`src/rtl/dtp_pkg.sv`:
```
// ----------------------------------------------------------------------------
// dtp_pkg
// Shared types and constants for the disparity to point converter: field
// widths, register indexes and the beat types that move through the cells.
// ----------------------------------------------------------------------------
package dtp_pkg;

	localparam int MAX_IMAGE_SIDE = 4096;

	localparam int COORD_W  = 12;
	localparam int CENTER_W = 16;
	localparam int GAIN_W   = 32;
	localparam int DISP_W   = 8;
	localparam int COLOR_W  = 8;
	localparam int POINT_W  = 32;

	// coordinate scaled to 1/16 pixel
	localparam int SUB_BITS = 4;
	localparam int MAG_W    = CENTER_W;
	localparam int PROD_W   = GAIN_W + MAG_W;
	// dividend after the divide by 16 is folded in as a right shift
	localparam int DVD_W    = PROD_W - SUB_BITS;
	// one quotient bit per cell
	localparam int CELL_COUNT = DVD_W;

	localparam int LANES  = 3;
	localparam int LANE_X = 0;
	localparam int LANE_Y = 1;
	localparam int LANE_Z = 2;

	localparam int CFG_IDX_W = 3;
	localparam int CFG_DATA_W = 32;

	localparam logic [CFG_IDX_W-1:0] REG_CENTER_X   = 3'd0;
	localparam logic [CFG_IDX_W-1:0] REG_CENTER_Y   = 3'd1;
	localparam logic [CFG_IDX_W-1:0] REG_X_GAIN     = 3'd2;
	localparam logic [CFG_IDX_W-1:0] REG_Y_GAIN     = 3'd3;
	localparam logic [CFG_IDX_W-1:0] REG_DEPTH_GAIN = 3'd4;
	localparam logic [CFG_IDX_W-1:0] REG_DEPTH_MIN  = 3'd5;
	localparam logic [CFG_IDX_W-1:0] REG_DEPTH_MAX  = 3'd6;

	localparam logic [CENTER_W-1:0] CENTER_X_RST   = 16'd5120;
	localparam logic [CENTER_W-1:0] CENTER_Y_RST   = 16'd3840;
	localparam logic [GAIN_W-1:0]   GAIN_RST       = 32'd65536;
	localparam logic [POINT_W-1:0]  DEPTH_MIN_RST  = 32'd983040;
	localparam logic [POINT_W-1:0]  DEPTH_MAX_RST  = 32'd3932160;

	typedef struct packed {
		logic [CENTER_W-1:0] center_x;
		logic [CENTER_W-1:0] center_y;
		logic [GAIN_W-1:0]   x_gain;
		logic [GAIN_W-1:0]   y_gain;
		logic [GAIN_W-1:0]   depth_gain;
		logic [POINT_W-1:0]  depth_min;
		logic [POINT_W-1:0]  depth_max;
	} cfg_t;

	typedef struct packed {
		logic [COORD_W-1:0] column;
		logic [COORD_W-1:0] row;
		logic [DISP_W-1:0]  disparity;
		logic [COLOR_W-1:0] blue;
		logic [COLOR_W-1:0] green;
		logic [COLOR_W-1:0] red;
	} pix_t;

	// word holds the dividend bits not yet consumed in its upper part and
	// the quotient bits produced so far in its lower part
	typedef struct packed {
		logic [LANES-1:0][DVD_W-1:0]  word;
		logic [LANES-1:0][DISP_W-1:0] rem;
		logic [DISP_W-1:0]            disp;
		logic                         neg_x;
		logic                         neg_y;
		logic [COLOR_W-1:0]           blue;
		logic [COLOR_W-1:0]           green;
		logic [COLOR_W-1:0]           red;
	} cell_t;

endpackage

```
`src/rtl/dtp_cell.sv`:
```
// ----------------------------------------------------------------------------
// dtp_cell
// One restoring division step for the three lanes: pulls the next dividend
// bit into the partial remainder and shifts one quotient bit in.
// ----------------------------------------------------------------------------
module dtp_cell (
	input  logic           clk,
	input  logic           arst_n,
	input  logic           up_valid,
	output logic           up_ready,
	input  dtp_pkg::cell_t up_data,
	output logic           dn_valid,
	input  logic           dn_ready,
	output dtp_pkg::cell_t dn_data
);

	logic                         valid_q;
	dtp_pkg::cell_t               data_q;
	dtp_pkg::cell_t               step;
	logic [dtp_pkg::DISP_W:0]     trial;
	logic                         fits;

	always_comb begin
		step = up_data;
		trial = '0;
		fits = 1'b0;
		for (int l = 0; l < dtp_pkg::LANES; l++) begin
			trial = {up_data.rem[l], up_data.word[l][dtp_pkg::DVD_W-1]};
			fits = trial >= {1'b0, up_data.disp};
			// remainder stays below the divisor, so eight bits hold it
			step.rem[l] = fits ? dtp_pkg::DISP_W'(trial - {1'b0, up_data.disp})
			                   : trial[dtp_pkg::DISP_W-1:0];
			step.word[l] = {up_data.word[l][dtp_pkg::DVD_W-2:0], fits};
		end
	end

	assign up_ready = !valid_q || dn_ready;

	always_ff @(posedge clk or negedge arst_n) begin
		if (!arst_n) begin
			valid_q <= 1'b0;
		end else if (up_ready) begin
			valid_q <= up_valid;
		end
	end

	always_ff @(posedge clk) begin
		if (up_ready && up_valid) begin
			data_q <= step;
		end
	end

	assign dn_valid = valid_q;
	assign dn_data  = data_q;

endmodule

```
`config.mk`:
```
export PLATFORM = sky130hd
export DESIGN_NAME = dtp_cell
export DESIGN_NICKNAME = d
export VERILOG_FILES = /design/src/rtl/dtp_pkg.sv /design/src/rtl/dtp_cell.sv
export SDC_FILE = /design/constraint.sdc
export NUM_CORES = 1
export LEC_CHECK = 0
export ABC_AREA = 1
export ABC_CLOCK_PERIOD_IN_PS = 12200
export BUFFER_PORTS_ARGS = -buffer_cell sky130_fd_sc_hd__buf_2
export CAP_MARGIN = 20
export CORE_AREA = 4 4 146 148
export CTS_BUF_LIST = sky130_fd_sc_hd__clkbuf_16
export CTS_CLUSTER_DIAMETER = 120
export CTS_CLUSTER_SIZE = 10
export DETAILED_ROUTE_END_ITERATION = 10
export DIE_AREA = 0 0 150 152
export PLACE_DENSITY = 0.77
export SYNTH_ARGS = -nofsm -noshare
export SYNTH_HDL_FRONTEND = slang
export SYNTH_SLANG_ARGS = --single-unit
```
`constraint.sdc`:
```
create_clock -name clk -period 12.2 [get_ports clk]
set_clock_uncertainty 0.2 [all_clocks]
set_input_delay 1.22 -clock clk [delete_from_list [all_inputs] [get_ports clk]]
set_output_delay 1.22 -clock clk [all_outputs]
set_load 0.03 [all_outputs]
```
## Word level (Yosys, flattened, before mapping)

Cells that the tools add are included.

| cells by class | value |
|---|---|
| add/subtract/negate cells | 3 |
| order comparisons | 3 |
| muxes and demuxes | 3 |
| reductions and logical operators | 3 |

Operators by type and width:

| operator | count |
|---|---|
| greater-or-equal comparator 9 x 8 -> 1 bit | 3 |
| 2-to-1 mux 8 bit | 3 |
| subtractor 8 bit | 3 |
| logical AND 1 bit | 1 |
| zero test 1 bit | 1 |
| logical OR 1 bit | 1 |

| storage, ports and cells | value |
|---|---|
| bits in registers | 191 |
| input port bits | 194 |
| output and inout port bits | 192 |
| word-level logic and storage cells | 25 |

## Logic depth before layout (Yosys ltp)

| logic depth | value |
|---|---|
| depth after elaboration | 3 |
| mapped depth | 11 |

## Worst setup path before layout

No wires, ideal clock.

| path | value |
|---|---|
| path type | input to register |
| start point | in up_valid |
| end point | reg data_q, in the netlist dn_data[0], enable pin |
| setup time | 803 ps |
| arrival time | 10386 ps |
| required time | 11197 ps |
| slack | 811 ps |
| stages | 2 |
| buffers on the path | 0 |
| cell sequence | inv_1 > a21oi_1 |

| between the ends | value |
|---|---|
| cells in the longest elaborated chain, start to end | 1 |

Ends and longest elaborated chain:

| item | line | text |
|---|---|---|
| start, declared | dtp_cell.sv:9 | `input logic up_valid,` |
| logical AND 1 bit | dtp_cell.sv:48 | `if (up_ready && up_valid) begin` |
| end signal, assigned | dtp_cell.sv:49 | `data_q <= step;` |
| end, declared | dtp_cell.sv:18 | `dtp_pkg::cell_t data_q;` |

Every way passes these cells.
A chain may end at the register's enable or synchronous reset.

## Final worst setup path

| path | value |
|---|---|
| start point | in dn_ready |
| end point | reg data_q, in the netlist dn_data[12], enable pin |

| between the ends | value |
|---|---|
| cells in the longest elaborated chain, start to end | 2 |

Ends and longest elaborated chain:

| item | line | text |
|---|---|---|
| start, declared | dtp_cell.sv:13 | `input logic dn_ready,` |
| logical OR 1 bit | dtp_cell.sv:37 | `assign up_ready = !valid_q \|\| dn_ready;` |
| logical AND 1 bit | dtp_cell.sv:48 |  |

Every way passes these cells.

==> results_dict.tcl <==
set metrics [dict create \
    run_status "finished clean" \
    start_util_pct 37.0 \
    postCtsResizedCells 0 \
    synthArstFlopShare_pct 0.524 \
    drv_slew 0 \
    ys.flop_type "edfxtp_1" \
    layout_commonest_cell "buf_2" \
    area_growth_syn_to_layout_pct 39.2 \
    p_per_area_mw_per_mm2 155 \
    fmax_mhz 300 \
    io_pins 386 \
    synth_area_mm2 0.00742 \
    p_leak_nw 4.74 \
    port_buffers 385 \
    cts_tree "built" \
    postRouteAntennaNets 0 \
    synth_edf_count 190 \
    postLayoutCellArea_mm2 0.0103 \
    cts_buffers 17 \
    dpl-instance-area_mm2 0.00968 \
    wl_um 23000 \
    cp_max_fo 78 \
    die_y_um 152 \
    crit_family "buffers and inverters" \
    synthTopCellsByArea "edfxtp_1 (77%), nand2_1 (6.4%), ha_1 (4.0%)" \
    power.net_switching_mw 0.467 \
    vias_per_cell 4.54 \
    grt_remaining_overflow 0 \
    postSynthAreaPerCell_um2 14.6 \
    swShare_pct 29.2 \
    antenna_found_initial 16 \
    dp_cells 1162 \
    synth_cell_types 26 \
    dpl.hpwl_um 18600 \
    drc 0 \
    postCtsHoldBufs 0 \
    postCtsSetupBuffers 0 \
    worstSetupStartpointType "primary input" \
    clk_latency_ns 0.43 \
    hold_path_class "primary input to async pin" \
    dp_slack_ns 8.41 \
    pwr-share-seq_pct 49.0 \
    crit_path_cell_trace "buf_2, inv_1, a21oi_4, buf_4" \
    finalCriticalPeriod_ns 3.34 \
    ys_seq_area_share_pct 77.2 \
    grt_max_degree 80 \
    ir_drop_uv 83.4 \
    yosys_warnings 0 \
    cp_num_buf_inv 3 \
    tightest_slew_ns 1.05 \
    die_x_um 150 \
    combPwrFrac_pct 15.8 \
    mostFrequentLayoutCells "buf_2 (385), edfxtp_1 (190), nand2_1 (127)" \
    ys_ff_latch 191 \
    drt_first_pass_iters 5 \
    grt_pass1_wl_um 32700 \
    wl_per_cell_um 19.0 \
    relSlewSlack_pct 29.6 \
    clockPowerShare_pct 35.2 \
    syn-num-nets 729 \
    drive_gt1_share_pct 46.8 \
    finalNonFillerCells 1208 \
    fin_ws_ns 8.86 \
    setup_viol_count_final 0 \
    ctsLongestPathBuffers 2 \
    hold_viol 0 \
    via_count 5485 \
    yosysTopAreaCell "edfxtp_1" \
    grt_pass1_vias 5516 \
    dieArea_mm2 0.0228 \
    maxCapViolations 0 \
    power_mw 1.60 \
    cp_slowest_stage_delay_ns 0.93 \
    drt_iter0_drc 303 \
    synthCells 508 \
    slowest_stage "buf_4" \
    h-tree-depth 4 \
    period_share_pct 27.3 \
    grtUsageTotal_pct 19.6 \
    critical_path_arrival_ns 3.18 \
    core_mm2 0.0200 \
    layout.nets 1132 \
    p_int_mw 1.13 \
    gp_congestion 0.889 \
    synth_top_area_share_pct 76.9 \
    tns_ns 0 \
    required_ns 12.04 \
    num_rows 52 \
    critPathKind "primary input to flip-flop" \
    crit_path_end_kind "flip-flop" \
    root_buffer "clkbuf_16" \
    rsz0062_at_grt "no" \
    cts_sinks 191 \
    clkTransAtPathRegs_ns 0.08 \
]
[synth_stat cells (2+ instances only)]
| cell | number |
|---|---|
| nor2_1 | 15 |
| a21oi_2 | 2 |
| nor3_1 | 2 |
| fa_1 | 3 |
| nor2_2 | 2 |
| nand4_1 | 5 |
| buf_6 | 2 |
| nand3_1 | 43 |
| ha_1 | 24 |
| inv_1 | 56 |
| nand2_2 | 3 |
| xnor2_1 | 4 |
| xor2_1 | 5 |
| nand2_1 | 127 |
| or2_1 | 2 |
| nand3b_1 | 2 |
| edfxtp_1 | 190 |
| nand2_4 | 4 |
| a21oi_1 | 10 |
[state kept, by name, indices dropped and copies added, names as in the netlist]
| signal | count |
|---|---|
| dn_data | 190 |
| dn_valid | 1 |
[power groups by stage]
stage | clock (mW) | combinational [mW] | sequential (mW)
2_1_floorplan | 0 | 0.0805 | 0.890
5_1_grt | 0.612 | 0.275 | 0.787
3_3_place_gp | 0 | 0.251 | 0.798
6_report | 0.563 | 0.253 | 0.783
3_5_place_dp | 0 | 0.254 | 0.799
4_1_cts | 0.574 | 0.255 | 0.784
[through the flow]
| stage | hold WS, ns | util, % |
|---|---|---|
| after floorplan | 0.695 | - |
| after global placement | 0.359 | 48.3 |
| after detailed placement | 0.376 | 48.3 |
| after CTS | 0.328 | 51.4 |
| after global routing | 0.325 | 51.5 |
| final | 0.344 | 51.5 |
[cell families (layout without fill, tap and decap cells)]
logic type                 Yosys count  after routing  share of synthesized area [%]
other                                0             14                              0
and+or+nand+nor                    209            209                           12.6
DFF                                191            191                           77.2
adders and majority gates           27             27                           4.86
AOI/OAI and AO/OA                   12             12                          0.911
xor gates and xnor gates             9              9                           1.06
buffers and inverters               60            476                           3.29
[worst paths after layout]
kind	from	to	slack (ns)	depth (start not counted)
min in group clk	dn_valid	dn_valid	0.40	2
worst min-delay path	arst_n	dn_valid	0.34	1
worst min register to register	dn_valid	dn_valid	0.40	2
worst max register to register	dn_valid	dn_data[12]	9.34	2
max in group asynchronous	arst_n	dn_valid	11.37	1
worst max-delay path	dn_ready	dn_data[12]	8.86	4
[metal layers]
layer	vias up	global-route usage [%]	share of wire (%)
met2	220	34.1	54
met3	20	6.32	8.4
met1	2641	21.7	36
met5	-	0	0.12
li1	2600	-	-
met4	4	8.85	1.4
[cell type report]
cell class                 count  area, um2
tap                          270        338
fill                        1794       9710
antenna                       14       35.0
inverter                      57        214
clock inverter                15        189
clock buffer                  17        425
timing repair buffer         387       1940
multi-input combinational    257       1460
sequential                   191       5730
[worst reg2reg max path: stages (launching register included)]
cell     delay (ns)
dfrtp_1        0.43
a21oi_4        0.84
buf_4          0.95
No activity file was read; power rests on OpenSTA's default activity.
