==> config.mk <==
export PLATFORM = sky130hd
export DESIGN_NAME = dtp_back
export DESIGN_NICKNAME = d
export VERILOG_FILES = /design/src/rtl/dtp_pkg.sv /design/src/rtl/dtp_back.sv
export SDC_FILE = /design/constraint.sdc
export NUM_CORES = 1
export LEC_CHECK = 0
export ABC_AREA = 1
export BUFFER_PORTS_ARGS = -buffer_cell sky130_fd_sc_hd__clkbuf_2
export CAP_MARGIN = 20
export CORE_AREA = 5 5 195 197
export CTS_BUF_LIST = sky130_fd_sc_hd__clkbuf_8 sky130_fd_sc_hd__clkbuf_16
export DETAILED_ROUTE_END_ITERATION = 10
export DIE_AREA = 0 0 200 202
export GPL_ROUTABILITY_DRIVEN = 0
export PLACE_DENSITY_LB_ADDON = 0.12
export SYNTH_ARGS = -nofsm -noshare
export SYNTH_HDL_FRONTEND = slang
export SYNTH_SLANG_ARGS = --single-unit
==> constraint.sdc <==
create_clock -name clk -period 3.7 [get_ports clk]
set_input_delay 0.74 -clock clk [delete_from_list [all_inputs] [get_ports clk]]
set_output_delay 0.74 -clock clk [all_outputs]
set_load 0.01 [all_outputs]
==> src/rtl/dtp_pkg.sv <==
// ----------------------------------------------------------------------------
// dtp_pkg
// Shared types and constants for the disparity to point converter: field
// widths, register indexes and the beat types that move through the cells.
// ----------------------------------------------------------------------------
package dtp_pkg;

	localparam int MAX_IMAGE_SIDE = 4096;

	localparam int COORD_W  = 12;
	localparam int CENTER_W = 16;
	localparam int GAIN_W   = 32;
	localparam int DISP_W   = 8;
	localparam int COLOR_W  = 8;
	localparam int POINT_W  = 32;

	// coordinate scaled to 1/16 pixel
	localparam int SUB_BITS = 4;
	localparam int MAG_W    = CENTER_W;
	localparam int PROD_W   = GAIN_W + MAG_W;
	// dividend after the divide by 16 is folded in as a right shift
	localparam int DVD_W    = PROD_W - SUB_BITS;
	// one quotient bit per cell
	localparam int CELL_COUNT = DVD_W;

	localparam int LANES  = 3;
	localparam int LANE_X = 0;
	localparam int LANE_Y = 1;
	localparam int LANE_Z = 2;

	localparam int CFG_IDX_W = 3;
	localparam int CFG_DATA_W = 32;

	localparam logic [CFG_IDX_W-1:0] REG_CENTER_X   = 3'd0;
	localparam logic [CFG_IDX_W-1:0] REG_CENTER_Y   = 3'd1;
	localparam logic [CFG_IDX_W-1:0] REG_X_GAIN     = 3'd2;
	localparam logic [CFG_IDX_W-1:0] REG_Y_GAIN     = 3'd3;
	localparam logic [CFG_IDX_W-1:0] REG_DEPTH_GAIN = 3'd4;
	localparam logic [CFG_IDX_W-1:0] REG_DEPTH_MIN  = 3'd5;
	localparam logic [CFG_IDX_W-1:0] REG_DEPTH_MAX  = 3'd6;

	localparam logic [CENTER_W-1:0] CENTER_X_RST   = 16'd5120;
	localparam logic [CENTER_W-1:0] CENTER_Y_RST   = 16'd3840;
	localparam logic [GAIN_W-1:0]   GAIN_RST       = 32'd65536;
	localparam logic [POINT_W-1:0]  DEPTH_MIN_RST  = 32'd983040;
	localparam logic [POINT_W-1:0]  DEPTH_MAX_RST  = 32'd3932160;

	typedef struct packed {
		logic [CENTER_W-1:0] center_x;
		logic [CENTER_W-1:0] center_y;
		logic [GAIN_W-1:0]   x_gain;
		logic [GAIN_W-1:0]   y_gain;
		logic [GAIN_W-1:0]   depth_gain;
		logic [POINT_W-1:0]  depth_min;
		logic [POINT_W-1:0]  depth_max;
	} cfg_t;

	typedef struct packed {
		logic [COORD_W-1:0] column;
		logic [COORD_W-1:0] row;
		logic [DISP_W-1:0]  disparity;
		logic [COLOR_W-1:0] blue;
		logic [COLOR_W-1:0] green;
		logic [COLOR_W-1:0] red;
	} pix_t;

	// word holds the dividend bits not yet consumed in its upper part and
	// the quotient bits produced so far in its lower part
	typedef struct packed {
		logic [LANES-1:0][DVD_W-1:0]  word;
		logic [LANES-1:0][DISP_W-1:0] rem;
		logic [DISP_W-1:0]            disp;
		logic                         neg_x;
		logic                         neg_y;
		logic [COLOR_W-1:0]           blue;
		logic [COLOR_W-1:0]           green;
		logic [COLOR_W-1:0]           red;
	} cell_t;

endpackage

==> src/rtl/dtp_back.sv <==
// ----------------------------------------------------------------------------
// dtp_back
// Applies sign and saturation to the x and y quotients, checks depth against
// the window and holds the result beat in the output register.
// ----------------------------------------------------------------------------
module dtp_back (
	input  logic                               clk,
	input  logic                               arst_n,
	input  dtp_pkg::cfg_t                      cfg,
	input  logic                               up_valid,
	output logic                               up_ready,
	input  dtp_pkg::cell_t                     up_data,
	output logic                               pt_valid,
	input  logic                               pt_stall,
	output logic signed [dtp_pkg::POINT_W-1:0] point_x,
	output logic signed [dtp_pkg::POINT_W-1:0] point_y,
	output logic        [dtp_pkg::POINT_W-1:0] point_z,
	output logic        [dtp_pkg::COLOR_W-1:0] blue_out,
	output logic        [dtp_pkg::COLOR_W-1:0] green_out,
	output logic        [dtp_pkg::COLOR_W-1:0] red_out
);

	localparam logic [dtp_pkg::DVD_W-1:0] POS_LIMIT =
		dtp_pkg::DVD_W'({1'b0, {(dtp_pkg::POINT_W-1){1'b1}}});
	localparam logic [dtp_pkg::DVD_W-1:0] NEG_LIMIT =
		dtp_pkg::DVD_W'({1'b1, {(dtp_pkg::POINT_W-1){1'b0}}});

	logic                          valid_q;
	logic [dtp_pkg::POINT_W-1:0]   x_val;
	logic [dtp_pkg::POINT_W-1:0]   y_val;
	logic [dtp_pkg::POINT_W-1:0]   z_val;
	logic                          keep;

	function automatic logic [dtp_pkg::POINT_W-1:0] apply_sign(
		input logic [dtp_pkg::DVD_W-1:0] q,
		input logic                      neg
	);
		logic [dtp_pkg::POINT_W-1:0] m;
		if (!neg) begin
			m = (q > POS_LIMIT) ? POS_LIMIT[dtp_pkg::POINT_W-1:0] : q[dtp_pkg::POINT_W-1:0];
			return m;
		end
		m = (q > NEG_LIMIT) ? NEG_LIMIT[dtp_pkg::POINT_W-1:0] : q[dtp_pkg::POINT_W-1:0];
		return dtp_pkg::POINT_W'(0) - m;
	endfunction

	always_comb begin
		x_val = apply_sign(up_data.word[dtp_pkg::LANE_X], up_data.neg_x);
		y_val = apply_sign(up_data.word[dtp_pkg::LANE_Y], up_data.neg_y);
		// depth_gain is 32 bits, so the depth quotient always fits
		z_val = up_data.word[dtp_pkg::LANE_Z][dtp_pkg::POINT_W-1:0];
		keep = (z_val >= cfg.depth_min) && (z_val <= cfg.depth_max);
	end

	assign up_ready = !valid_q || !pt_stall;

	always_ff @(posedge clk or negedge arst_n) begin
		if (!arst_n) begin
			valid_q <= 1'b0;
		end else if (up_ready) begin
			valid_q <= up_valid && keep;
		end
	end

	always_ff @(posedge clk) begin
		if (up_ready && up_valid) begin
			point_x   <= x_val;
			point_y   <= y_val;
			point_z   <= z_val;
			blue_out  <= up_data.blue;
			green_out <= up_data.green;
			red_out   <= up_data.red;
		end
	end

	assign pt_valid = valid_q;

endmodule

== Word level (Yosys, flattened, before mapping) ==
Index checks and enable logic that the tools add are counted.

* Add/sub/neg operators: 2
* $lt $le $gt $ge: 6
* Multiplexer cells: 6
* Reductions and logical operators: 6

{| class="wikitable"
|+ Operators by type and width
! kind !! number
|-
| 32-bit 2-to-1 mux || 6
|-
| 44-bit by 31-bit > comparator with 1-bit output, second input constant || 2
|-
| 44-bit by 32-bit > comparator with 1-bit output, second input constant || 2
|-
| 1-bit by 32-bit subtractor with 32-bit output, first input constant || 2
|-
| 32-bit greater-or-equal comparator || 1
|-
| 32-bit less-or-equal comparator || 1
|-
| 1-bit logical AND || 3
|-
| 1-bit zero test || 2
|-
| 1-bit logical OR || 1
|}

* Register bits after elaboration: 121
* Input bits: 386
* Output and inout port bits: 122
* Word-level logic and storage cells: 27

== Logic depth before layout (Yosys ltp) ==
* Depth after elaboration: 4
* Gate-level depth with buffers: 20
* Depth with buffers taken out: 17

== Worst setup path before layout ==
Ideal clock, no wire load.

* Path type: in2reg
* Start: input port pt_stall
* End: register blue_out[0] (netlist name) (enable)
* Setup time: 0.493 ns
* Arrival time: 3.644 ns
* Data required time: 3.207 ns
* Path slack: -0.436 ns
* Cell stages on the path: 2
* Path buffers: 0
* Cells stage by stage: nand2_1 -> and2_1

* Word-level cells in the longest chain between the ends: 3

{| class="wikitable"
|+ RTL lines
! element !! RTL line !! text
|-
| start: declaration || dtp_back.sv:14 || <nowiki>input logic pt_stall,</nowiki>
|-
| 1-bit zero test || dtp_back.sv:55 || <nowiki>assign up_ready = !valid_q || !pt_stall;</nowiki>
|-
| 1-bit logical OR || dtp_back.sv:55 ||
|-
| 1-bit logical AND || dtp_back.sv:66 || <nowiki>if (up_ready && up_valid) begin</nowiki>
|-
| end signal: assignment || dtp_back.sv:70 || <nowiki>blue_out <= up_data.blue;</nowiki>
|-
| end: declaration || dtp_back.sv:18 || <nowiki>output logic [dtp_pkg::COLOR_W-1:0] blue_out,</nowiki>
|}

No other way between the ends.
A chain may end at the register's enable or synchronous reset.

== Final worst setup path ==
* Start: input port up_data[82] (netlist name)
* End: register point_x[16] (netlist name), data pin

* Word-level cells in the longest chain between the ends: 4
* Elaborated cells between the ends (all ways): 6
* Classes of those cells: 1 x add/sub; 2 x order compare; 3 x mux

{| class="wikitable"
|+ RTL lines
! element !! RTL line !! text
|-
| start: declaration || dtp_back.sv:12 || <nowiki>input dtp_pkg::cell_t up_data,</nowiki>
|-
| 44-bit by 32-bit > comparator with 1-bit output || dtp_back.sv:43 || <nowiki>m = (q > NEG_LIMIT) ? NEG_LIMIT[dtp_pkg::POINT_W-1:0] : q[dtp_pkg::POINT_W-1:0];</nowiki>
|-
| 32-bit 2-to-1 mux || dtp_back.sv:43 ||
|-
| 1-bit by 32-bit subtractor with 32-bit output || dtp_back.sv:44 || <nowiki>return dtp_pkg::POINT_W'(0) - m;</nowiki>
|-
| 32-bit 2-to-1 mux * || dtp_back.sv:43 ||
|-
| via x_val, one bit || dtp_back.sv:29 || <nowiki>logic [dtp_pkg::POINT_W-1:0] x_val;</nowiki>
|-
| end signal: assignment || dtp_back.sv:67 || <nowiki>point_x <= x_val;</nowiki>
|-
| end: declaration || dtp_back.sv:15 || <nowiki>output logic signed [dtp_pkg::POINT_W-1:0] point_x,</nowiki>
|}

The timed path passes the listed nets; every way through them passes the cells marked *.

==> metrics.yaml <==
rrSetupSlack_ps: 2080
period_needed_ps: 2677
multi_input_area_mm2: 0.004379
worst_clock_skew_ps: 8.460
seq_area_frac_synth: 0.4005
seq_area_mm2: 0.003628
die_x_um: 200
power_density_mw_per_mm2: 354.5
r2r-end: "red_out[0]"
cts_hold_buffers: 0
clk_latency_ps: 440
grt_pass1_vias: 9078
grt_max_degree: 75
cp-endpoint: "point_x[16]"
dieArea_mm2: 0.04040
maxSlewHeadroom: 0.4095
vias: 8975
whs_ps: 69.88
cp_max_fo: 20
synthCells: 1169
viasPerCell: 4.572
antenna_found_initial: 1
drt-total-wl_um: 32510
cts.sinks: 121
path_class: "in2reg"
wl_met3_um: 2231
final_area_mm2: 0.01177
area_growth_pct: 29.86
cts.repair.resized: 0
tightest_slew_ps: 884.7
maxSlewViolCount: 0
power_mw: 4.171
dpl_cell_area_mm2: 0.01112
wl_per_cell_um: 16.56
clockBufferDepth: 2
rr_worst_depth: 3
core_area_mm2: 0.03608
layout_commonest_cell: "clkbuf_2"
hp-class: "in2async"
clk_pin_slew_ps: 60
cts_buffers: 17
ys_ff_latch: 121
setup_viol: 0
grt_usage: 0.1586
post-dp-hpwl_um: 25710
power_leakage_nw: 6.228
yosysWarnings: 0
fmax_mhz: 373.6
dr.pass1.iters: 5
grt_first_pass_wirelength_um: 50290
pin_count: 508
syn_avg_cell_area_um2: 7.750
endpoint_kind: "flip-flop"
die_y_um: 202
met2_length_um: 15660
layout.cells.non_filler: 1963
start_util: 0.2511
status: "finished, final reports clean"
final_cell_mix: "335 x clkbuf_2, 284 x nand2_1, 191 x inv_1, 120 x edfxtp_1, 119 x nor2_1"
fill_cells: 3957
startpoint: "up_data[82]"
drv_cap: 0
hold_viol_final: 0
cts_tree: "yes"
io_buffers: 335
placementRows: 70
htree_levels: 4
peakVddDrop_v: 0.0003150
diodes: 0
ys_types: 45
ant_nets: 0
tns_ps: 0
clockRootBuffer: "clkbuf_16"
drc: 0
r2r_start: "pt_valid"
nets: 1934
synth_nets: 1621
drive_above_1_share: 0.2722
critPathLaunchType: "input pin"
wl_met1_um: 14040
gr-total-overflow: 0
dp.cells: 1931
syn_area_mm2: 0.009060
required_ps: 3880
rsz0062_at_grt: "false"
min_period_over_period: 0.7234
cts_setup_buffers: 0
highest_layer: "met5"
detail_route.iter0.violations: 436
cp.arrival_ps: 2850
## layout make-up
cell class | count | share of cell area
clock buffers | 17 | 0.03616
well taps | 468 | 0.04977
inverters | 200 | 0.06402
repair buffers | 344 | 0.1504
flip-flops and latches | 121 | 0.3084
multi-input cells | 798 | 0.3722
clock inverters | 15 | 0.01904
## through the flow
stage | util | worst slack (ps)
after floorplan | - | 876.9
after global placement | 0.3080 | 517.3
after detailed placement | 0.3080 | 525.9
after CTS | 0.3260 | 1010
after global routing | 0.3260 | 772.1
final | 0.3260 | 1023
## sequential cells by signal, indices dropped and copies added (netlist names)
name and cells:
pt_valid 1, red_out 8, point_x 32, green_out 8
point_z 32, blue_out 8, point_y 32
## worst min path at each step
stage | startpoint | to | slack, ps
CTS | arst_n | pt_valid | 30
floorplan | arst_n | pt_valid | 440
global placement | pt_valid | pt_valid | 510
detailed placement | arst_n | pt_valid | 520
finish | arst_n | pt_valid | 70
global route | arst_n | pt_valid | 40
## cell usage after synthesis
library cell | number | area (um2)
buf_4 | 9 | 67.56
clkinv_1 | 2 | 7.510
and3_1 | 2 | 12.51
o21ai_1 | 11 | 55.05
o41ai_1 | 42 | 367.9
nand3_2 | 4 | 40.04
buf_1 | 1 | 3.750
nand2_4 | 2 | 22.52
xnor2_1 | 3 | 26.28
inv_1 | 191 | 716.9
clkbuf_1 | 11 | 41.29
buf_6 | 7 | 78.83
o21ai_2 | 1 | 8.760
nand4_1 | 13 | 81.33
dfrtp_1 | 1 | 25.02
inv_2 | 6 | 22.52
a21oi_1 | 59 | 295.3
a22oi_1 | 2 | 15.01
nor2_4 | 3 | 33.78
a31oi_1 | 4 | 25.02
o221ai_1 | 3 | 26.28
edfxtp_1 | 120 | 3603
and2_1 | 1 | 6.260
o31ai_1 | 10 | 75.07
xor2_1 | 6 | 52.55
nand2_2 | 2 | 12.51
o21ai_0 | 68 | 340.3
buf_2 | 21 | 105.1
inv_4 | 1 | 6.260
nand3b_1 | 3 | 22.52
nor3_1 | 7 | 35.03
nor4_1 | 1 | 6.260
nor2_2 | 11 | 68.82
nand3_4 | 1 | 17.52
o211ai_1 | 3 | 22.52
o21bai_1 | 2 | 15.01
clkbuf_2 | 1 | 5.000
ha_1 | 66 | 825.8
o41ai_2 | 1 | 16.27
o311ai_0 | 1 | 8.760
o21a_1 | 3 | 22.52
nand2_1 | 284 | 1066
nor2_1 | 119 | 446.7
nand3_1 | 55 | 275.3
o22ai_1 | 5 | 31.28
## critical path, cell delays in order
cell      delay (ps)
clkbuf_2         140
inv_1            100
nand2_1           60
nor2_1           110
nand2_1           60
nor2_1           200
nand3_2          130
nand2_4          230
nand2_1          130
ha_1             250
nand2_1          210
nor2_2           120
nand2_1           80
nor2_1            40
o21ai_1          120
nand2_1          110
## per-layer routing
metal / up-vias / global-route usage
li1: 4565 / -
met1: 4104 / 0.2014
met2: 277 / 0.2678
met3: 27 / 0.03834
met4: 2 / 0.04367
met5: - / 0
## kinds of logic after synthesis
group / Yosys count / synth area share
simple gates: 508 / 0.2370
compound gates: 215 / 0.1462
fa+ha+maj: 66 / 0.09115
xor+xnor: 9 / 0.008701
buf+inv: 250 / 0.1164
flops: 121 / 0.4005
## power by group
part           switching (mW)  internal, mW  total (mW)
combinational           0.407         0.241       0.648
sequential             0.0260          1.63        1.65
clock                   0.676          1.20        1.87
No activity file was read; power rests on OpenSTA's default activity.
