**src/rtl/dtp_pkg.sv**
```systemverilog
// ----------------------------------------------------------------------------
// dtp_pkg
// Shared types and constants for the disparity to point converter: field
// widths, register indexes and the beat types that move through the cells.
// ----------------------------------------------------------------------------
package dtp_pkg;

	localparam int MAX_IMAGE_SIDE = 4096;

	localparam int COORD_W  = 12;
	localparam int CENTER_W = 16;
	localparam int GAIN_W   = 32;
	localparam int DISP_W   = 8;
	localparam int COLOR_W  = 8;
	localparam int POINT_W  = 32;

	// coordinate scaled to 1/16 pixel
	localparam int SUB_BITS = 4;
	localparam int MAG_W    = CENTER_W;
	localparam int PROD_W   = GAIN_W + MAG_W;
	// dividend after the divide by 16 is folded in as a right shift
	localparam int DVD_W    = PROD_W - SUB_BITS;
	// one quotient bit per cell
	localparam int CELL_COUNT = DVD_W;

	localparam int LANES  = 3;
	localparam int LANE_X = 0;
	localparam int LANE_Y = 1;
	localparam int LANE_Z = 2;

	localparam int CFG_IDX_W = 3;
	localparam int CFG_DATA_W = 32;

	localparam logic [CFG_IDX_W-1:0] REG_CENTER_X   = 3'd0;
	localparam logic [CFG_IDX_W-1:0] REG_CENTER_Y   = 3'd1;
	localparam logic [CFG_IDX_W-1:0] REG_X_GAIN     = 3'd2;
	localparam logic [CFG_IDX_W-1:0] REG_Y_GAIN     = 3'd3;
	localparam logic [CFG_IDX_W-1:0] REG_DEPTH_GAIN = 3'd4;
	localparam logic [CFG_IDX_W-1:0] REG_DEPTH_MIN  = 3'd5;
	localparam logic [CFG_IDX_W-1:0] REG_DEPTH_MAX  = 3'd6;

	localparam logic [CENTER_W-1:0] CENTER_X_RST   = 16'd5120;
	localparam logic [CENTER_W-1:0] CENTER_Y_RST   = 16'd3840;
	localparam logic [GAIN_W-1:0]   GAIN_RST       = 32'd65536;
	localparam logic [POINT_W-1:0]  DEPTH_MIN_RST  = 32'd983040;
	localparam logic [POINT_W-1:0]  DEPTH_MAX_RST  = 32'd3932160;

	typedef struct packed {
		logic [CENTER_W-1:0] center_x;
		logic [CENTER_W-1:0] center_y;
		logic [GAIN_W-1:0]   x_gain;
		logic [GAIN_W-1:0]   y_gain;
		logic [GAIN_W-1:0]   depth_gain;
		logic [POINT_W-1:0]  depth_min;
		logic [POINT_W-1:0]  depth_max;
	} cfg_t;

	typedef struct packed {
		logic [COORD_W-1:0] column;
		logic [COORD_W-1:0] row;
		logic [DISP_W-1:0]  disparity;
		logic [COLOR_W-1:0] blue;
		logic [COLOR_W-1:0] green;
		logic [COLOR_W-1:0] red;
	} pix_t;

	// word holds the dividend bits not yet consumed in its upper part and
	// the quotient bits produced so far in its lower part
	typedef struct packed {
		logic [LANES-1:0][DVD_W-1:0]  word;
		logic [LANES-1:0][DISP_W-1:0] rem;
		logic [DISP_W-1:0]            disp;
		logic                         neg_x;
		logic                         neg_y;
		logic [COLOR_W-1:0]           blue;
		logic [COLOR_W-1:0]           green;
		logic [COLOR_W-1:0]           red;
	} cell_t;

endpackage

```
**src/rtl/dtp_front.sv**
```systemverilog
// ----------------------------------------------------------------------------
// dtp_front
// Pixel offset from the principal point, then gain times offset, loaded into
// the x and y words, z gets depth gain. Zero disparity beats are dropped here.
// ----------------------------------------------------------------------------
module dtp_front (
	input  logic           clk,
	input  logic           arst_n,
	input  dtp_pkg::cfg_t  cfg,
	input  logic           up_valid,
	output logic           up_ready,
	input  dtp_pkg::pix_t  up_data,
	output logic           dn_valid,
	input  logic           dn_ready,
	output dtp_pkg::cell_t dn_data
);

	logic [dtp_pkg::COORD_W-1:0]  col_c;
	logic [dtp_pkg::COORD_W-1:0]  row_c;
	logic [dtp_pkg::MAG_W-1:0]    scaled_x;
	logic [dtp_pkg::MAG_W-1:0]    scaled_y;
	logic                         neg_x;
	logic                         neg_y;
	logic [dtp_pkg::MAG_W-1:0]    mag_x;
	logic [dtp_pkg::MAG_W-1:0]    mag_y;

	logic                         valid_s1;
	logic                         ready_s1;
	logic                         neg_x_s1;
	logic                         neg_y_s1;
	logic [dtp_pkg::MAG_W-1:0]    mag_x_s1;
	logic [dtp_pkg::MAG_W-1:0]    mag_y_s1;
	logic [dtp_pkg::DISP_W-1:0]   disp_s1;
	logic [dtp_pkg::COLOR_W-1:0]  blue_s1;
	logic [dtp_pkg::COLOR_W-1:0]  green_s1;
	logic [dtp_pkg::COLOR_W-1:0]  red_s1;

	logic [dtp_pkg::PROD_W-1:0]   prod_x;
	logic [dtp_pkg::PROD_W-1:0]   prod_y;

	logic                         valid_s2;
	logic                         ready_s2;
	dtp_pkg::cell_t               data_s2;

	always_comb begin
		col_c = up_data.column;
		row_c = up_data.row;
		if (32'(up_data.column) >= 32'(dtp_pkg::MAX_IMAGE_SIDE)) begin
			col_c = dtp_pkg::COORD_W'(dtp_pkg::MAX_IMAGE_SIDE - 1);
		end
		if (32'(up_data.row) >= 32'(dtp_pkg::MAX_IMAGE_SIDE)) begin
			row_c = dtp_pkg::COORD_W'(dtp_pkg::MAX_IMAGE_SIDE - 1);
		end
		scaled_x = {col_c, dtp_pkg::SUB_BITS'(0)};
		scaled_y = {row_c, dtp_pkg::SUB_BITS'(0)};
		neg_x = scaled_x < cfg.center_x;
		neg_y = scaled_y < cfg.center_y;
		mag_x = neg_x ? (cfg.center_x - scaled_x) : (scaled_x - cfg.center_x);
		mag_y = neg_y ? (cfg.center_y - scaled_y) : (scaled_y - cfg.center_y);
	end

	assign ready_s2 = !valid_s2 || dn_ready;
	assign ready_s1 = !valid_s1 || ready_s2;
	assign up_ready = ready_s1;

	always_ff @(posedge clk or negedge arst_n) begin
		if (!arst_n) begin
			valid_s1 <= 1'b0;
			valid_s2 <= 1'b0;
		end else begin
			if (ready_s1) begin
				// no match, nothing to triangulate
				valid_s1 <= up_valid && (up_data.disparity != '0);
			end
			if (ready_s2) begin
				valid_s2 <= valid_s1;
			end
		end
	end

	always_ff @(posedge clk) begin
		if (ready_s1 && up_valid) begin
			neg_x_s1 <= neg_x;
			neg_y_s1 <= neg_y;
			mag_x_s1 <= mag_x;
			mag_y_s1 <= mag_y;
			disp_s1  <= up_data.disparity;
			blue_s1  <= up_data.blue;
			green_s1 <= up_data.green;
			red_s1   <= up_data.red;
		end
	end

	assign prod_x = dtp_pkg::PROD_W'(cfg.x_gain) * dtp_pkg::PROD_W'(mag_x_s1);
	assign prod_y = dtp_pkg::PROD_W'(cfg.y_gain) * dtp_pkg::PROD_W'(mag_y_s1);

	always_ff @(posedge clk) begin
		if (ready_s2 && valid_s1) begin
			// floor(p / (16 d)) == floor(floor(p / 16) / d)
			data_s2.word[dtp_pkg::LANE_X] <= prod_x[dtp_pkg::PROD_W-1:dtp_pkg::SUB_BITS];
			data_s2.word[dtp_pkg::LANE_Y] <= prod_y[dtp_pkg::PROD_W-1:dtp_pkg::SUB_BITS];
			data_s2.word[dtp_pkg::LANE_Z] <= dtp_pkg::DVD_W'(cfg.depth_gain);
			data_s2.rem   <= '0;
			data_s2.disp  <= disp_s1;
			data_s2.neg_x <= neg_x_s1;
			data_s2.neg_y <= neg_y_s1;
			data_s2.blue  <= blue_s1;
			data_s2.green <= green_s1;
			data_s2.red   <= red_s1;
		end
	end

	assign dn_valid = valid_s2;
	assign dn_data  = data_s2;

endmodule

```
**config.mk**
```make
export PLATFORM = sky130hd
export DESIGN_NAME = dtp_front
export DESIGN_NICKNAME = d
export VERILOG_FILES = /design/src/rtl/dtp_pkg.sv /design/src/rtl/dtp_front.sv
export SDC_FILE = /design/constraint.sdc
export NUM_CORES = 2
export LEC_CHECK = 0
export BUFFER_PORTS_ARGS = -buffer_cell sky130_fd_sc_hd__buf_4
export CORE_AREA = 5 5 351 353
export DETAILED_ROUTE_END_ITERATION = 16
export DIE_AREA = 0 0 356 358
export PLACE_DENSITY = 0.52
export SYNTH_ARGS = -nofsm -noshare
export SYNTH_HDL_FRONTEND = slang
export SYNTH_SLANG_ARGS = --single-unit
```
**constraint.sdc**
```tcl
create_clock -name clk -period 11.35 [get_ports clk]
set_clock_uncertainty 0.15 [all_clocks]
set_input_delay 2.27 -clock clk [delete_from_list [all_inputs] [get_ports clk]]
set_output_delay 2.27 -clock clk [all_outputs]
set_load 0.01 [all_outputs]
```
======== Word-level counts from Yosys, hierarchy flattened ========
Index checks and enable logic that the tools add are counted.
word-level totals
  output and inout bits ................... 192
  logic and storage cells ................. 37
  input bits .............................. 252
  bits in registers ....................... 222
cells by class
  multiplexer cells ....................... 2
  multipliers ............................. 2
  add/sub/neg operators ................... 4
  reduce and logical (&&, ||, !) cells .... 8
  magnitude comparators ................... 2
operators with widths
  cell                          count
  multiplier 32 x 16 -> 48 bit  2
  subtractor 16 bit             4
  less-than comparator 16 bit   2
  2-to-1 mux 16 bit             2
  nonzero test 8 bit            1
  logical AND 1 bit             3
  logical NOT 1 bit             2
  logical OR 1 bit              2

======== Logic depth before layout (Yosys ltp) ========
  word-level depth ........................ 4
  gate-level depth with buffers ........... 24
  gate-level depth less buffers ........... 23

======== Worst setup path after synthesis ========
No wires, ideal clock.
  path type ............................... input -> register
  start ................................... input cfg[103] in the netlist's numbering
  end ..................................... register data_s2 (netlist bit dn_data[143]), data pin
  arrival time ............................ 7.749 ns
  stages .................................. 23
  path buffers ............................ 1
  data required time ...................... 10.942 ns
  library setup time ...................... 0.258 ns
  slack ................................... 3.193 ns
  cells stage by stage .................... clkbuf_1 nand2_1 fa_1 inv_1 fa_1 inv_1 fa_1 inv_1 fa_1 fa_1 inv_1 fa_1 inv_1 ha_1 nand4_4 o221a_1 o221a_4 o31ai_4 a21oi_4 o311a_1 o31ai_1 a21oi_1 xnor2_1
between the ends
  word-level cells in the longest chain between the ends .. 1
RTL lines
  element                       line             RTL
  start: declaration            dtp_front.sv:9   input dtp_pkg::cfg_t cfg,
  multiplier 32 x 16 -> 48 bit  dtp_front.sv:95  assign prod_y = dtp_pkg::PROD_W'(cfg.y_gain) * dtp_pkg::PROD_W'(mag_y_s1);
  via prod_y (one bit)          dtp_front.sv:39  logic [dtp_pkg::PROD_W-1:0] prod_y;
  end: declaration              dtp_front.sv:43  dtp_pkg::cell_t data_s2;
The timed path passes the listed nets, and every way through them passes these cells.
A chain may end at the register's enable or synchronous reset.

======== Final worst setup path ========
  start ................................... input cfg[113] in the netlist's numbering
  end ..................................... register data_s2 (netlist bit dn_data[144]), data pin
The elaborated chain is that of the path after synthesis.

==> results.sh <==
export IMPL_status="finished, final reports clean"
export IMPL_synth_edf_count=220
export IMPL_numCtsBuffers=30
export IMPL_fin_crit_sh_pct=77.5
export IMPL_critPathRequiredTime_ns=11.56
export IMPL_final_max_slew_viol_count=0
export IMPL_synth_xor_area_share_pct=2.42
export IMPL_first_pass_iters=7
export IMPL_reg2reg_slack_ns=3.67
export IMPL_die_x_um=356
export IMPL_post_cts_resized=0
export IMPL_path_class="in2reg"
export IMPL_ios=444
export IMPL_ys_ff_latch=222
export IMPL_cts_sinks=222
export IMPL_tns_ns=0
export IMPL_die_area_mm2=0.127
export IMPL_clkTransAtPathRegs_ns=0.06
export IMPL_netlist_area_mm2=0.0416
export IMPL_worstSetupStartpointType="primary input"
export IMPL_synth_compound_area_share_pct=6.15
export IMPL_drive_gt1_share_pct=10.1
export IMPL_ys_warn_count=0
export IMPL_async_flop_share_pct=0.901
export IMPL_wl_per_cell_um=18.5
export IMPL_postRouteWirelength_mm=115
export IMPL_die_y_um=358
export IMPL_grt_usage_pct=18.2
export IMPL_layout_nets=5944
export IMPL_num_vias=29670
export IMPL_max_slew_margin_pct=29.9
export IMPL_synth_top_family_by_area="adder cells"
export IMPL_setup_violations=0
export IMPL_post_cts_setup_buffer_count=0
export IMPL_fp_row_count=127
export IMPL_cp_arrival_ns=9.00
export IMPL_drcViolationCount=0
export IMPL_period_minus_slack_ns=8.79
export IMPL_crit_fanout=16
export IMPL_synth_fa_ha_area_share_pct=48.8
export IMPL_start_util_pct=34.8
export IMPL_drv_cap=0
export IMPL_critPathCaptureType="flop"
export IMPL_area_growth_pct=11.8
export IMPL_synthMuxAreaShare_pct=0.120
export IMPL_rsz0062_at_grt="false"
export IMPL_syn_avg_cell_area_um2=9.54
export IMPL_gp_congestion=0.863
export IMPL_clock_latency_ns=0.63
export IMPL_io_buffers=343
export IMPL_hold_violations=0
export IMPL_drt_iter0_markers=1464
export IMPL_seq_area_frac_synth_pct=16.0
export IMPL_ys_flop_type="edfxtp_1"
export IMPL_coreArea_mm2=0.119
export IMPL_syn_inst=4362
export IMPL_fmax_ghz=0.114
export IMPL_grt_pass1_wl_mm=182
export IMPL_antenna_found_initial=17
export IMPL_grt_max_degree=55
export IMPL_hold_path_class="reg2reg"
export IMPL_synth_simple_gate_area_share_pct=15.3
export IMPL_clockBufferDepth=3
export IMPL_htreeDepth=1
export IMPL_synth_distinct_cells=85
export IMPL_postCtsHoldBufs=0
export IMPL_worstMarginPinSlew_ns=1.04
export IMPL_ant_nets=0
export IMPL_via_per_inst=4.77
export IMPL_clockRootBuffer="clkbuf_16"
export IMPL_dp_hpwl_mm=88.5
export IMPL_globalRouteOverflowTotal=0
export IMPL_tritoncts="yes"
export IMPL_grt_pass1_vias=31841
-- kinds of logic after synthesis --
logic type | Yosys count
simple gates | 1331
buf+inv | 1189
fa+ha+maj | 1118
compound gates | 381
flops | 222
xor+xnor | 115
mux | 5
other cells | 1
-- cells in the final DEF (no fill, tap or decap), types with 8 or more instances in the layout --
| cell type | instances |
|---|---|
| a211oi_1 | 8 |
| a21o_1 | 63 |
| a21oi_1 | 110 |
| a31oi_1 | 14 |
| and2_1 | 423 |
| and3_1 | 12 |
| buf_4 | 379 |
| clkbuf_16 | 31 |
| conb_1 | 36 |
| diode_2 | 9 |
| edfxtp_1 | 220 |
| fa_1 | 838 |
| ha_1 | 280 |
| inv_1 | 954 |
| nand2_1 | 705 |
| nand3_1 | 18 |
| nand4_1 | 19 |
| nor2_1 | 83 |
| nor2b_1 | 16 |
| nor3_1 | 15 |
| o211ai_1 | 9 |
| o21a_1 | 20 |
| o21ai_0 | 60 |
| o21bai_1 | 8 |
| o31ai_1 | 10 |
| or3_1 | 8 |
| xnor2_1 | 62 |
| xor2_1 | 53 |
-- cells in the mapped netlist (all sizes together), types with 50 or more instances --
master / count / area, µm²
nor2: 83 / 312
clkbuf: 180 / 687
inv: 955 / 3580
xnor2: 62 / 543
fa: 838 / 16800
edfxtp: 220 / 6610
a21oi: 111 / 567
xor2: 53 / 464
ha: 280 / 3500
o21ai: 70 / 362
buf: 50 / 368
a21o: 66 / 499
nand2: 706 / 2650
and2: 425 / 2660
-- area by class of cell --
type	instances	area [µm²]
sequential	222	6660
clock inverter	24	221
multi-input combinational	2986	30400
fill	12125	73000
clock buffer	32	779
inverter	955	3580
timing repair buffer	379	2850
antenna	9	22.5
tap	1612	2020
-- flip-flops by register name, summed over array words and instances (netlist names) --
name      flops
dn_valid      1
mag_x_s1     16
neg_x_s1      1
green_s1      8
mag_y_s1     16
valid_s1      1
red_s1        8
blue_s1       8
disp_s1       8
dn_data     154
neg_y_s1      1
-- routing by layer --
layer | wire length (µm) | track usage, % | vias up
met3 | 9020 | 4.50 | 133
li1 | - | - | 13499
met2 | 54800 | 30.6 | 783
met5 | 55 | 0 | -
met1 | 49200 | 24.2 | 15247
met4 | 2310 | 3.35 | 8
-- path summary, 6_finish.rpt --
check | start | endpoint | depth (start not counted)
max | cfg[113] | dn_data[144]$_DFFE_PP_ | 22
min | blue_s1[3]$_DFFE_PP_ | dn_data[19]$_DFFE_PP_ | 0
max reg2reg | mag_y_s1[1]$_DFFE_PP_ | dn_data[144]$_DFFE_PP_ | 21
min reg2reg | blue_s1[3]$_DFFE_PP_ | dn_data[19]$_DFFE_PP_ | 0
max in group asynchronous | arst_n | valid_s1$_DFFE_PN0N_ | 1
min in group asynchronous | arst_n | dn_valid$_DFFE_PN0P_ | 1
-- through the flow --
stage / utilization, % / setup WS, ns / cell area, µm² / std cells / hold WS, ns
2_1_floorplan: - / 3.19 / 41700 / 4397 / 0.250
3_3_place_gp: 38.1 / 1.95 / 45500 / 6154 / 0.251
4_1_cts: 38.9 / 2.70 / 46500 / 6210 / 0.269
5_1_grt: 38.9 / 2.39 / 46500 / 6210 / 0.276
6_report: 38.9 / 2.56 / 46500 / 6219 / 0.267
3_5_place_dp: 38.1 / 2.00 / 45500 / 6154 / 0.255
-- worst max-delay path, cell delays in order --
cell and delay, ns:
buf_4 0.19, and2_1 0.20, fa_1 0.53, inv_1 0.05, fa_1 0.49, fa_1 0.54
inv_1 0.06, fa_1 0.49, fa_1 0.49, inv_1 0.05, fa_1 0.52, inv_1 0.05
ha_1 0.43, a21o_1 0.16, a21oi_1 0.08, o21ai_0 0.82, a21oi_1 0.34, a311oi_1 0.55
nor2_1 0.19, o221ai_1 0.24, a21oi_1 0.11, xnor2_1 0.13
Power is not shown: default switching activity piles up to over one toggle a cycle in this logic, so the estimate is an artifact.
